`src/rtl/lfu_pkg.sv`:
```
`default_nettype none

package lfu_pkg;

  localparam int unsigned KEY_W      = 31;
  localparam int unsigned SLOT_W     = 4;
  localparam int unsigned KIND_W     = 2;
  localparam int unsigned CAP_W      = 5;
  localparam int unsigned APB_ADDR_W = 3;
  localparam int unsigned APB_DATA_W = 32;

  localparam logic [CAP_W-1:0] CAP_RESET = 5'd16;

  // register index is paddr[2]
  localparam logic REG_CAPACITY = 1'b0;

  localparam logic FUNC_ACCESS = 1'b0;
  localparam logic FUNC_SYNC   = 1'b1;

  localparam logic [KIND_W-1:0] KIND_HIT  = 2'd0;
  localparam logic [KIND_W-1:0] KIND_FILL = 2'd1;
  localparam logic [KIND_W-1:0] KIND_WB   = 2'd2;
  localparam logic [KIND_W-1:0] KIND_DONE = 2'd3;

  typedef struct packed {
    logic load;
    logic scan;
    logic hit_commit;
    logic evict;
    logic fill;
    logic emit_done;
  } lfu_cmd_t;

  typedef struct packed {
    logic sync;
    logic scan_done;
    logic hit;
    logic evict;
    logic victim_dirty;
    logic out_free;
  } lfu_sts_t;

endpackage

`default_nettype wire

```
`src/rtl/lfu_req_if.sv`:
```
`default_nettype none

interface lfu_req_if;
  logic                       valid;
  logic                       ready;
  logic                       func;
  logic [lfu_pkg::KEY_W-1:0]  page_key;
  logic                       modify;

  modport source (output valid, func, page_key, modify, input ready);
  modport sink   (input valid, func, page_key, modify, output ready);
endinterface

`default_nettype wire

```
`src/rtl/lfu_rsp_if.sv`:
```
`default_nettype none

interface lfu_rsp_if;
  logic                        valid;
  logic                        ready;
  logic [lfu_pkg::KIND_W-1:0]  kind;
  logic [lfu_pkg::KEY_W-1:0]   out_key;
  logic [lfu_pkg::SLOT_W-1:0]  slot;
  logic                        last;

  modport source (output valid, kind, out_key, slot, last, input ready);
  modport sink   (input valid, kind, out_key, slot, last, output ready);
endinterface

`default_nettype wire

```
`src/rtl/lfu_ctrl.sv`:
```
`default_nettype none

module lfu_ctrl (
  input  wire logic              clk_i,
  input  wire logic              rst_ni,
  input  wire logic              in_valid_i,
  output logic                   in_ready_o,
  input  wire lfu_pkg::lfu_sts_t sts_i,
  output lfu_pkg::lfu_cmd_t      cmd_o
);
  import lfu_pkg::*;

  typedef enum logic [2:0] {
    ST_IDLE,
    ST_SCAN,
    ST_RESOLVE,
    ST_EVICT,
    ST_FILL,
    ST_DONE
  } state_e;

  state_e state_q, state_d;

  always_comb begin
    state_d    = state_q;
    cmd_o      = '0;
    in_ready_o = 1'b0;
    unique case (state_q)
      ST_IDLE: begin
        in_ready_o = 1'b1;
        if (in_valid_i) begin
          cmd_o.load = 1'b1;
          state_d    = ST_SCAN;
        end
      end
      ST_SCAN: begin
        cmd_o.scan = 1'b1;
        if (sts_i.scan_done) begin
          state_d = sts_i.sync ? ST_DONE : ST_RESOLVE;
        end
      end
      ST_RESOLVE: begin
        if (!sts_i.hit) begin
          state_d = ST_EVICT;
        end else if (sts_i.out_free) begin
          cmd_o.hit_commit = 1'b1;
          state_d          = ST_IDLE;
        end
      end
      ST_EVICT: begin
        // a dirty victim needs the output register for its writeback
        priority if (!sts_i.evict) begin
          state_d = ST_FILL;
        end else if (!sts_i.victim_dirty || sts_i.out_free) begin
          cmd_o.evict = 1'b1;
          state_d     = ST_FILL;
        end
      end
      ST_FILL: begin
        if (sts_i.out_free) begin
          cmd_o.fill = 1'b1;
          state_d    = ST_IDLE;
        end
      end
      ST_DONE: begin
        if (sts_i.out_free) begin
          cmd_o.emit_done = 1'b1;
          state_d         = ST_IDLE;
        end
      end
      default: state_d = ST_IDLE;
    endcase
  end

  always_ff @(posedge clk_i or negedge rst_ni) begin
    if (!rst_ni) begin
      state_q <= ST_IDLE;
    end else begin
      state_q <= state_d;
    end
  end

endmodule

`default_nettype wire

```
`src/rtl/lfu_dp.sv`:
```
`default_nettype none

module lfu_dp #(
  parameter int unsigned WAYS       = 16,
  parameter int unsigned COUNT_BITS = 16
) (
  input  wire logic                         clk_i,
  input  wire logic                         rst_ni,
  input  wire logic [lfu_pkg::CAP_W-1:0]    cap_i,
  input  wire logic                         req_func_i,
  input  wire logic [lfu_pkg::KEY_W-1:0]    req_key_i,
  input  wire logic                         req_modify_i,
  input  wire lfu_pkg::lfu_cmd_t            cmd_i,
  output lfu_pkg::lfu_sts_t                 sts_o,
  output logic                              out_valid_o,
  input  wire logic                         out_ready_i,
  output logic [lfu_pkg::KIND_W-1:0]        out_kind_o,
  output logic [lfu_pkg::KEY_W-1:0]         out_key_o,
  output logic [lfu_pkg::SLOT_W-1:0]        out_slot_o,
  output logic                              out_last_o
);
  import lfu_pkg::*;

  localparam int unsigned IDX_W = $clog2(WAYS);
  localparam int unsigned AW    = $clog2(WAYS + 1);
  localparam int unsigned CMP_W = (AW > CAP_W) ? AW : CAP_W;

  // key and count stores: one write port, one registered read port
  logic [KEY_W-1:0]      key_mem [WAYS];
  logic [COUNT_BITS-1:0] cnt_mem [WAYS];
  logic [KEY_W-1:0]      key_rd_q;
  logic [COUNT_BITS-1:0] cnt_rd_q;

  logic [WAYS-1:0] valid_q, valid_d;
  logic [WAYS-1:0] dirty_q, dirty_d;

  logic             func_q;
  logic             modify_q;
  logic [KEY_W-1:0] req_key_q;

  logic [AW-1:0]    rd_addr_q;
  logic             stage_vld_q;
  logic [IDX_W-1:0] stage_idx_q;

  logic                  hit_q;
  logic [IDX_W-1:0]      hit_idx_q;
  logic [COUNT_BITS-1:0] hit_cnt_q;
  logic [AW-1:0]         used_q;
  logic                  vict_vld_q;
  logic [IDX_W-1:0]      vict_idx_q;
  logic [COUNT_BITS-1:0] vict_cnt_q;
  logic [KEY_W-1:0]      vict_key_q;
  logic                  free_vld_q;
  logic [IDX_W-1:0]      free_idx_q;
  logic                  evicted_q;

  logic              out_vld_q;
  logic [KIND_W-1:0] out_kind_q;
  logic [KEY_W-1:0]  out_key_q;
  logic [SLOT_W-1:0] out_slot_q;
  logic              out_last_q;

  logic                  out_free;
  logic                  issue;
  logic                  st_valid;
  logic                  st_dirty;
  logic                  sync_wb;
  logic                  stall;
  logic                  step;
  logic                  rd_en;
  logic                  eval;
  logic [IDX_W-1:0]      fill_idx;
  logic [IDX_W-1:0]      wr_addr;
  logic [COUNT_BITS-1:0] cnt_wr;
  logic [COUNT_BITS-1:0] hit_cnt_inc;
  logic [CMP_W-1:0]      eff_cap;
  logic                  evict_need;
  logic                  emit;
  logic [KIND_W-1:0]     emit_kind;
  logic [KEY_W-1:0]      emit_key;
  logic [IDX_W-1:0]      emit_idx;
  logic                  emit_last;
  logic [SLOT_W+IDX_W-1:0] slot_ext;

  assign out_free = !out_vld_q || out_ready_i;
  assign issue    = rd_addr_q < AW'(WAYS);
  assign st_valid = valid_q[stage_idx_q];
  assign st_dirty = dirty_q[stage_idx_q];

  // a sync scan holds while a dirty slot waits for the output register
  assign sync_wb = cmd_i.scan && (func_q == FUNC_SYNC) && stage_vld_q && st_valid && st_dirty;
  assign stall   = sync_wb && !out_free;
  assign step    = cmd_i.scan && !stall;
  assign rd_en   = step && issue;
  assign eval    = step && stage_vld_q && (func_q == FUNC_ACCESS);

  assign hit_cnt_inc = (&hit_cnt_q) ? hit_cnt_q : hit_cnt_q + 1'b1;

  always_comb begin
    if (cap_i == '0) begin
      eff_cap = CMP_W'(1);
    end else if (CMP_W'(cap_i) > CMP_W'(WAYS)) begin
      eff_cap = CMP_W'(WAYS);
    end else begin
      eff_cap = CMP_W'(cap_i);
    end
  end

  assign evict_need = vict_vld_q && (CMP_W'(used_q) >= eff_cap);

  // lowest free slot once the victim has been released
  always_comb begin
    priority if (evicted_q && (!free_vld_q || vict_idx_q < free_idx_q)) begin
      fill_idx = vict_idx_q;
    end else if (free_vld_q) begin
      fill_idx = free_idx_q;
    end else begin
      fill_idx = '0;
    end
  end

  assign wr_addr = cmd_i.fill ? fill_idx : hit_idx_q;
  assign cnt_wr  = cmd_i.fill ? COUNT_BITS'(1) : hit_cnt_inc;

  always_ff @(posedge clk_i) begin
    if (cmd_i.fill) begin
      key_mem[wr_addr] <= req_key_q;
    end
    if (cmd_i.fill || cmd_i.hit_commit) begin
      cnt_mem[wr_addr] <= cnt_wr;
    end
    if (rd_en) begin
      key_rd_q <= key_mem[rd_addr_q[IDX_W-1:0]];
      cnt_rd_q <= cnt_mem[rd_addr_q[IDX_W-1:0]];
    end
  end

  always_comb begin
    valid_d = valid_q;
    dirty_d = dirty_q;
    if (sync_wb && out_free) begin
      dirty_d[stage_idx_q] = 1'b0;
    end
    if (cmd_i.evict) begin
      valid_d[vict_idx_q] = 1'b0;
      dirty_d[vict_idx_q] = 1'b0;
    end
    if (cmd_i.hit_commit && modify_q) begin
      dirty_d[hit_idx_q] = 1'b1;
    end
    if (cmd_i.fill) begin
      valid_d[fill_idx] = 1'b1;
      dirty_d[fill_idx] = modify_q;
    end
  end

  always_ff @(posedge clk_i or negedge rst_ni) begin
    if (!rst_ni) begin
      valid_q <= '0;
      dirty_q <= '0;
    end else begin
      valid_q <= valid_d;
      dirty_q <= dirty_d;
    end
  end

  always_ff @(posedge clk_i) begin
    if (cmd_i.load) begin
      func_q    <= req_func_i;
      req_key_q <= req_key_i;
      modify_q  <= req_modify_i;
    end
  end

  always_ff @(posedge clk_i or negedge rst_ni) begin
    if (!rst_ni) begin
      rd_addr_q   <= '0;
      stage_vld_q <= 1'b0;
      stage_idx_q <= '0;
    end else if (cmd_i.load) begin
      rd_addr_q   <= '0;
      stage_vld_q <= 1'b0;
    end else if (step) begin
      stage_vld_q <= issue;
      if (issue) begin
        rd_addr_q   <= rd_addr_q + 1'b1;
        stage_idx_q <= rd_addr_q[IDX_W-1:0];
      end
    end
  end

  // hit, occupancy, least-count victim and first free slot of the scan
  always_ff @(posedge clk_i or negedge rst_ni) begin
    if (!rst_ni) begin
      hit_q      <= 1'b0;
      used_q     <= '0;
      vict_vld_q <= 1'b0;
      free_vld_q <= 1'b0;
      evicted_q  <= 1'b0;
    end else if (cmd_i.load) begin
      hit_q      <= 1'b0;
      used_q     <= '0;
      vict_vld_q <= 1'b0;
      free_vld_q <= 1'b0;
      evicted_q  <= 1'b0;
    end else begin
      if (cmd_i.evict) begin
        evicted_q <= 1'b1;
      end
      if (eval) begin
        if (st_valid) begin
          used_q <= used_q + 1'b1;
          if (!hit_q && key_rd_q == req_key_q) begin
            hit_q <= 1'b1;
          end
          if (!vict_vld_q || cnt_rd_q < vict_cnt_q) begin
            vict_vld_q <= 1'b1;
          end
        end else if (!free_vld_q) begin
          free_vld_q <= 1'b1;
        end
      end
    end
  end

  always_ff @(posedge clk_i) begin
    if (eval && st_valid) begin
      if (!hit_q && key_rd_q == req_key_q) begin
        hit_idx_q <= stage_idx_q;
        hit_cnt_q <= cnt_rd_q;
      end
      if (!vict_vld_q || cnt_rd_q < vict_cnt_q) begin
        vict_idx_q <= stage_idx_q;
        vict_cnt_q <= cnt_rd_q;
        vict_key_q <= key_rd_q;
      end
    end
    if (eval && !st_valid && !free_vld_q) begin
      free_idx_q <= stage_idx_q;
    end
  end

  assign emit = (sync_wb && out_free) || (cmd_i.evict && dirty_q[vict_idx_q]) ||
                cmd_i.hit_commit || cmd_i.fill || cmd_i.emit_done;

  always_comb begin
    priority if (sync_wb) begin
      emit_kind = KIND_WB;
      emit_key  = key_rd_q;
      emit_idx  = stage_idx_q;
      emit_last = 1'b0;
    end else if (cmd_i.evict) begin
      emit_kind = KIND_WB;
      emit_key  = vict_key_q;
      emit_idx  = vict_idx_q;
      emit_last = 1'b0;
    end else if (cmd_i.hit_commit) begin
      emit_kind = KIND_HIT;
      emit_key  = req_key_q;
      emit_idx  = hit_idx_q;
      emit_last = 1'b1;
    end else if (cmd_i.fill) begin
      emit_kind = KIND_FILL;
      emit_key  = req_key_q;
      emit_idx  = fill_idx;
      emit_last = 1'b1;
    end else begin
      emit_kind = KIND_DONE;
      emit_key  = '0;
      emit_idx  = '0;
      emit_last = 1'b1;
    end
  end

  // slot field keeps the low bits of the index
  assign slot_ext = {{SLOT_W{1'b0}}, emit_idx};

  always_ff @(posedge clk_i or negedge rst_ni) begin
    if (!rst_ni) begin
      out_vld_q <= 1'b0;
    end else if (emit) begin
      out_vld_q <= 1'b1;
    end else if (out_ready_i) begin
      out_vld_q <= 1'b0;
    end
  end

  always_ff @(posedge clk_i) begin
    if (emit) begin
      out_kind_q <= emit_kind;
      out_key_q  <= emit_key;
      out_slot_q <= slot_ext[SLOT_W-1:0];
      out_last_q <= emit_last;
    end
  end

  assign out_valid_o = out_vld_q;
  assign out_kind_o  = out_kind_q;
  assign out_key_o   = out_key_q;
  assign out_slot_o  = out_slot_q;
  assign out_last_o  = out_last_q;

  always_comb begin
    sts_o              = '0;
    sts_o.sync         = (func_q == FUNC_SYNC);
    sts_o.scan_done    = !issue && !stage_vld_q;
    sts_o.hit          = hit_q;
    sts_o.evict        = evict_need;
    sts_o.victim_dirty = dirty_q[vict_idx_q];
    sts_o.out_free     = out_free;
  end

endmodule

`default_nettype wire

```
`src/rtl/lfu_page_cache_controller_unit.sv`:
```
`default_nettype none

// Fully associative LFU write-back page directory with WAYS slots. Each request item is
// either a page access or a sync. An access scans every slot, one per cycle through the
// single read port of the key/count store, then answers with a hit, or with an optional
// writeback of the least-used victim (lowest slot on equal counts) followed by a fill
// request. A sync walks all slots the same way, but holds the scan while a dirty page
// waits for the result register; it emits a writeback for each dirty page and ends with
// a done marker. Items are taken one at a time: a new request is accepted only once the
// previous one has finished. The capacity register (byte address 0) limits the occupied
// slots before eviction; 0 acts as 1 and values above WAYS as WAYS. Write it only while
// the block is idle.
module lfu_page_cache_controller_unit #(
  parameter int unsigned WAYS       = 16,
  parameter int unsigned COUNT_BITS = 16
) (
  input  wire logic                              clk_i,
  input  wire logic                              rst_ni,
  lfu_req_if.sink                                req_i,
  lfu_rsp_if.source                              rsp_o,
  input  wire logic                              psel,
  input  wire logic                              penable,
  input  wire logic                              pwrite,
  input  wire logic [lfu_pkg::APB_ADDR_W-1:0]    paddr,
  input  wire logic [lfu_pkg::APB_DATA_W-1:0]    pwdata,
  output logic      [lfu_pkg::APB_DATA_W-1:0]    prdata,
  output logic                                   pready
);
  import lfu_pkg::*;

  logic [CAP_W-1:0] cap_q;
  lfu_cmd_t         cmd;
  lfu_sts_t         sts;
  logic             in_ready;

  assign pready = 1'b1;

  always_ff @(posedge clk_i or negedge rst_ni) begin
    if (!rst_ni) begin
      cap_q <= CAP_RESET;
    end else if (psel && penable && pwrite && paddr[2] == REG_CAPACITY) begin
      cap_q <= pwdata[CAP_W-1:0];
    end
  end

  assign prdata = (paddr[2] == REG_CAPACITY) ? {{(APB_DATA_W-CAP_W){1'b0}}, cap_q} : '0;

  lfu_ctrl u_ctrl (
    .clk_i      (clk_i),
    .rst_ni     (rst_ni),
    .in_valid_i (req_i.valid),
    .in_ready_o (in_ready),
    .sts_i      (sts),
    .cmd_o      (cmd)
  );

  assign req_i.ready = in_ready;

  lfu_dp #(
    .WAYS       (WAYS),
    .COUNT_BITS (COUNT_BITS)
  ) u_dp (
    .clk_i        (clk_i),
    .rst_ni       (rst_ni),
    .cap_i        (cap_q),
    .req_func_i   (req_i.func),
    .req_key_i    (req_i.page_key),
    .req_modify_i (req_i.modify),
    .cmd_i        (cmd),
    .sts_o        (sts),
    .out_valid_o  (rsp_o.valid),
    .out_ready_i  (rsp_o.ready),
    .out_kind_o   (rsp_o.kind),
    .out_key_o    (rsp_o.out_key),
    .out_slot_o   (rsp_o.slot),
    .out_last_o   (rsp_o.last)
  );

endmodule

`default_nettype wire

```
`src/flat_wrapper.sv`:
```
// flat-port wrapper written by rule: the top's interface ports become plain ports
module lfu_page_cache_controller_unit_flat import lfu_pkg::*;
#(
  parameter int unsigned WAYS       = 16,
  parameter int unsigned COUNT_BITS = 16
)
  (clk_i, rst_ni, psel, penable, pwrite, paddr, pwdata, prdata, pready, req_i_valid, req_i_func, req_i_page_key, req_i_modify, req_i_ready, rsp_o_valid, rsp_o_kind, rsp_o_out_key, rsp_o_slot, rsp_o_last, rsp_o_ready);
  lfu_req_if req_i_i ();
  lfu_rsp_if rsp_o_i ();
  input  wire logic clk_i;
  input  wire logic rst_ni;
  input  wire logic psel;
  input  wire logic penable;
  input  wire logic pwrite;
  input  wire logic [lfu_pkg::APB_ADDR_W-1:0] paddr;
  input  wire logic [lfu_pkg::APB_DATA_W-1:0] pwdata;
  output logic      [lfu_pkg::APB_DATA_W-1:0] prdata;
  output logic pready;
  input wire logic [$bits(req_i_i.valid)-1:0] req_i_valid;
  input wire logic [$bits(req_i_i.func)-1:0] req_i_func;
  input wire logic [$bits(req_i_i.page_key)-1:0] req_i_page_key;
  input wire logic [$bits(req_i_i.modify)-1:0] req_i_modify;
  output wire logic [$bits(req_i_i.ready)-1:0] req_i_ready;
  output wire logic [$bits(rsp_o_i.valid)-1:0] rsp_o_valid;
  output wire logic [$bits(rsp_o_i.kind)-1:0] rsp_o_kind;
  output wire logic [$bits(rsp_o_i.out_key)-1:0] rsp_o_out_key;
  output wire logic [$bits(rsp_o_i.slot)-1:0] rsp_o_slot;
  output wire logic [$bits(rsp_o_i.last)-1:0] rsp_o_last;
  input wire logic [$bits(rsp_o_i.ready)-1:0] rsp_o_ready;
  assign req_i_i.valid = req_i_valid;
  assign req_i_i.func = req_i_func;
  assign req_i_i.page_key = req_i_page_key;
  assign req_i_i.modify = req_i_modify;
  assign req_i_ready = req_i_i.ready;
  assign rsp_o_valid = rsp_o_i.valid;
  assign rsp_o_kind = rsp_o_i.kind;
  assign rsp_o_out_key = rsp_o_i.out_key;
  assign rsp_o_slot = rsp_o_i.slot;
  assign rsp_o_last = rsp_o_i.last;
  assign rsp_o_i.ready = rsp_o_ready;
  lfu_page_cache_controller_unit #(.WAYS(WAYS), .COUNT_BITS(COUNT_BITS)) u_core (.clk_i(clk_i), .rst_ni(rst_ni), .req_i(req_i_i), .rsp_o(rsp_o_i), .psel(psel), .penable(penable), .pwrite(pwrite), .paddr(paddr), .pwdata(pwdata), .prdata(prdata), .pready(pready));
endmodule
```
`config.mk`:
```
export PLATFORM = sky130hd
export DESIGN_NAME = lfu_page_cache_controller_unit_flat
export DESIGN_NICKNAME = d
export VERILOG_FILES = /design/src/rtl/lfu_pkg.sv /design/src/rtl/lfu_req_if.sv /design/src/rtl/lfu_rsp_if.sv /design/src/rtl/lfu_ctrl.sv /design/src/rtl/lfu_dp.sv /design/src/rtl/lfu_page_cache_controller_unit.sv /design/src/flat_wrapper.sv
export SDC_FILE = /design/constraint.sdc
export NUM_CORES = 1
export LEC_CHECK = 0
export ABC_AREA = 0
export BUFFER_PORTS_ARGS = -buffer_cell sky130_fd_sc_hd__buf_2
export CORE_ASPECT_RATIO = 0.7
export CORE_MARGIN = 2
export CORE_UTILIZATION = 35
export CTS_CLUSTER_SIZE = 20
export DETAILED_ROUTE_END_ITERATION = 16
export GPL_TIMING_DRIVEN = 0
export PLACE_DENSITY_LB_ADDON = 0.2
export SLEW_MARGIN = 20
export SYNTH_ARGS = -nofsm -noshare
export SYNTH_HDL_FRONTEND = slang
export SYNTH_SLANG_ARGS = --single-unit
```
`constraint.sdc`:
```
create_clock -name clk_i -period 6 [get_ports clk_i]
set_input_delay 0 -clock clk_i [delete_from_list [all_inputs] [get_ports clk_i]]
set_output_delay 0 -clock clk_i [all_outputs]
set_load 0.03 [all_outputs]
```
==> impl_metrics.env <==
export IMPL_status="completed"
export IMPL_finalWirelength_microns=111000
export IMPL_die_y_microns=287
export IMPL_final_area_sq_mm=0.0480
export IMPL_r2r_start="u_core.u_ctrl.state_q[0]"
export IMPL_synth_ff_type="edfxtp_1"
export IMPL_yosys_warnings=0
export IMPL_finClkSkew_ps=39.3
export IMPL_drcViolationCount=0
export IMPL_grt_use_total_pct=19.0
export IMPL_drv_slew=0
export IMPL_io_pins=148
export IMPL_power_per_cell_area_mw_per_mm2=437
export IMPL_cts_buffers=97
export IMPL_synth_most_common_cell="edfxtp_1"
export IMPL_maxCapViolCount=0
export IMPL_cp_top_family="buffers and inverters"
export IMPL_syn_inst=2008
export IMPL_crit_top_cell="clkbuf_1"
export IMPL_wl_per_cell_microns=28.1
export IMPL_synthArstFlopShare_pct=5.97
export IMPL_power_leakage_nw=15.9
export IMPL_hp_start="req_i_page_key[10]"
export IMPL_seq_power_share_pct=43.5
export IMPL_drtIter0Drc=2678
export IMPL_cts_resized=0
export IMPL_max_stage_delay_ps=760
export IMPL_reg2reg_depth=12
export IMPL_min_period_over_period_pct=76.9
export IMPL_drt_pass1_iter_count=8
export IMPL_hold_depth=2
export IMPL_port_buffers=90
export IMPL_postPlaceCellArea_sq_mm=0.0440
export IMPL_setup_viol=0
export IMPL_final_hold_viol_count=0
export IMPL_grt_max_degree=57
export IMPL_worst_setup_path_end_kind="register"
export IMPL_instances_no_fill=3965
export IMPL_netlist_top_cells_area="edfxtp_1 (71%), mux4_2 (14%), dfrtp_1 (3.7%)"
export IMPL_r2r_end="u_core.u_dp.out_key_o[6]"
export IMPL_initial_core_util_pct=35.4
export IMPL_ys_seq_elements=1005
export IMPL_cp_cell_sequence="buf_2 > or3b_2 > clkbuf_1 > nor3_1 > a22o_1 > o21a_1 > buf_6 > clkbuf_1 > nor2_1 > o21bai_4 > buf_16 > buf_12"
export IMPL_arrival_ps=5000
export IMPL_holdPathEnd="u_core.u_dp.req_key_q[10]"
export IMPL_nets=2463
export IMPL_clk_path_buf_depth=3
export IMPL_synth_area_leader_cell="edfxtp_1"
export IMPL_dp_hpwl_microns=75600
export IMPL_crit_path_max_fanout=25
export IMPL_synth_edf_count=945
export IMPL_nFillCells=9950
export IMPL_cts_root_buf="clkbuf_16"
export IMPL_grt_pass1_wl_microns=158000
export IMPL_clock_latency_ps=710
export IMPL_critPathKind="register to register"
export IMPL_fin_util_pct=42.4
export IMPL_overflow=0
export IMPL_tightestPinTransition_ps=1150
export IMPL_relSlewSlack_pct=23.1
export IMPL_place_gp_congestion=0.891
export IMPL_ir_drop_mv=0.395
export IMPL_htreeDepth=3
export IMPL_min_period_ps=4620
export IMPL_post_synth_top_area_fraction_pct=70.8
export IMPL_coreArea_sq_mm=0.113
export IMPL_p_sw_w=0.00645
export IMPL_grt_setup_unrepaired="no"
export IMPL_cts_hold_repair_buffers=71
export IMPL_clkPwrFrac_pct=29.8
export IMPL_vias=21300
export IMPL_dieArea_sq_mm=0.117
export IMPL_ys_seq_area_share_pct=74.6
export IMPL_fmax_mhz=217
export IMPL_synth_cell_type_count=65
export IMPL_required_ps=6380
export IMPL_area_growth_pct=19.8
export IMPL_ant_nets=0
export IMPL_min_path_type="primary input to register"
export IMPL_cts_sinks=1005
export IMPL_ff2ff_setup_slack_ps=1380
export IMPL_p_comb_share_pct=26.7
export IMPL_p_sw_share_pct=30.8
export IMPL_via_per_inst=5.38
export IMPL_antenna_found_initial=4
export IMPL_synth_common_cells="edfxtp_1 (945), mux4_2 (248), nor2_1 (75)"
export IMPL_dp_cells=3714
export IMPL_rows=103
export IMPL_die_x_microns=408
export IMPL_drive_gt1_share_pct=27.9
export IMPL_startpoint_type="register"
export IMPL_netlist_area_sq_mm=0.0401
export IMPL_grt_pass1_vias=21500
export IMPL_p_int_w=0.0145
export IMPL_synth_area_per_cell_sq_um=20.0
export IMPL_crit_buf_inv=6
export IMPL_slowest_stage="clkbuf_1"
export IMPL_clkTransAtPathRegs_ps=60
export IMPL_total_power_w=0.0210
export IMPL_cts_tree="yes"
export IMPL_post_cts_buffers=0
## cell families after synthesis
logic type | count (synthesis) | synth area share [%]
AO/OA/AOI/OAI | 182 | 3.25
XOR/XNOR | 42 | 0.918
adder cells (fa/ha/maj) | 26 | 0.812
buffers and inverters | 188 | 2.08
flip-flops | 1005 | 74.6
multiplexers | 285 | 14.9
other | 2 | 0.0187
AND/OR/NAND/NOR | 278 | 3.41
## power groups by stage
stage	registers, W	logic [W]	clock network [W]
after floorplan	0.00918	0.00349	0
after global placement	0.00927	0.00542	0
after detailed placement	0.00925	0.00560	0
after CTS	0.00911	0.00567	0.00640
after global routing	0.00919	0.00596	0.00665
final	0.00912	0.00560	0.00625
## final cells by class
type | instances | area, sq um | share of cell area, %
Tap cell | 1522 | 1900 | 3.97
Multi-Input combinational cell | 841 | 9740 | 20.3
Buffer | 123 | 612 | 1.27
Clock buffer | 121 | 2580 | 5.37
Sequential cell | 1005 | 29900 | 62.3
Inverter | 65 | 251 | 0.524
Antenna cell | 1 | 2.50 | 0.00521
Timing Repair Buffer | 229 | 2370 | 4.93
Clock inverter | 58 | 663 | 1.38
## worst max path at each step
stage	slack (ps)	endpoint	from	depth (start not counted)
global route	1180	u_core.u_dp.out_key_o[4]	u_core.u_ctrl.state_q[0]	12
CTS	1470	u_core.u_dp.out_key_o[11]	u_core.u_ctrl.state_q[0]	12
global placement	-3520	u_core.u_dp.dirty_q[8]	u_core.u_dp.vict_idx_q[1]	7
detailed placement	1490	u_core.u_dp.out_key_o[11]	u_core.u_ctrl.state_q[0]	12
floorplan	970	u_core.u_dp.vict_cnt_q[0]	u_core.u_ctrl.state_q[0]	6
finish	1380	u_core.u_dp.out_key_o[6]	u_core.u_ctrl.state_q[0]	12
## metal layers
metal	up-vias	share of wire, %	track usage, %
met5	-	0	0
met3	125	8.4	4.40
met1	11400	46	28.9
met2	883	44	27.8
met4	0	1.5	3.71
li1	8910	-	-
## metrics by stage
stage               setup TNS [ps]  setup WS, ps  hold WS (ps)
global route                     0          1180          18.8
CTS                              0          1470          1.76
finish                           0          1380          40.0
detailed placement               0          1490         -69.7
global placement           -783120         -3520           176
floorplan                        0           967          -296
## layout by cell type, fill, tap and decap left out, types with 8 or more instances in the layout
cell	Yosys	final
conb_1	2	28
mux2i_1	17	17
buf_8	0	9
a222oi_1	27	27
buf_4	29	50
clkbuf_1	71	81
nand4_1	20	20
nor2_1	75	47
clkbuf_2	0	11
clkbuf_16	0	98
ha_1	26	26
edfxtp_1	945	945
nor3_1	18	14
dlygate4sd3_1	0	70
inv_1	64	62
nand3_1	27	27
dfrtp_1	59	59
clkinv_1	1	11
nor2_4	0	24
buf_2	3	100
o21ai_0	41	41
buf_6	2	8
nand2b_1	11	11
nor2b_1	18	18
nand2_1	68	68
xor2_1	9	9
mux4_2	248	248
bufinv_16	0	11
buf_16	0	26
clkinv_2	0	22
a21oi_1	31	28
a21o_1	12	12
mux2_2	20	20
xnor2_1	33	33
buf_1	18	9
## worst reg2reg max path: cells and delay by family, from the launching register on
kind / cells / cell delay [ps]
AO/OA/AOI/OAI: 3 / 900
buffers and inverters: 6 / 1890
flip-flops: 1 / 310
AND/OR/NAND/NOR: 3 / 1150
## flip-flops by register name, summed over array words and instances (netlist names), 31 cells and up
register                flops
u_core.u_dp.req_key_q      31
u_core.u_dp.key_mem       496
u_core.u_dp.vict_key_q     31
u_core.u_dp.out_key_o      31
u_core.u_dp.cnt_mem       256
u_core.u_dp.key_rd_q       31
Note: power is estimated with default switching activity, not from simulation.
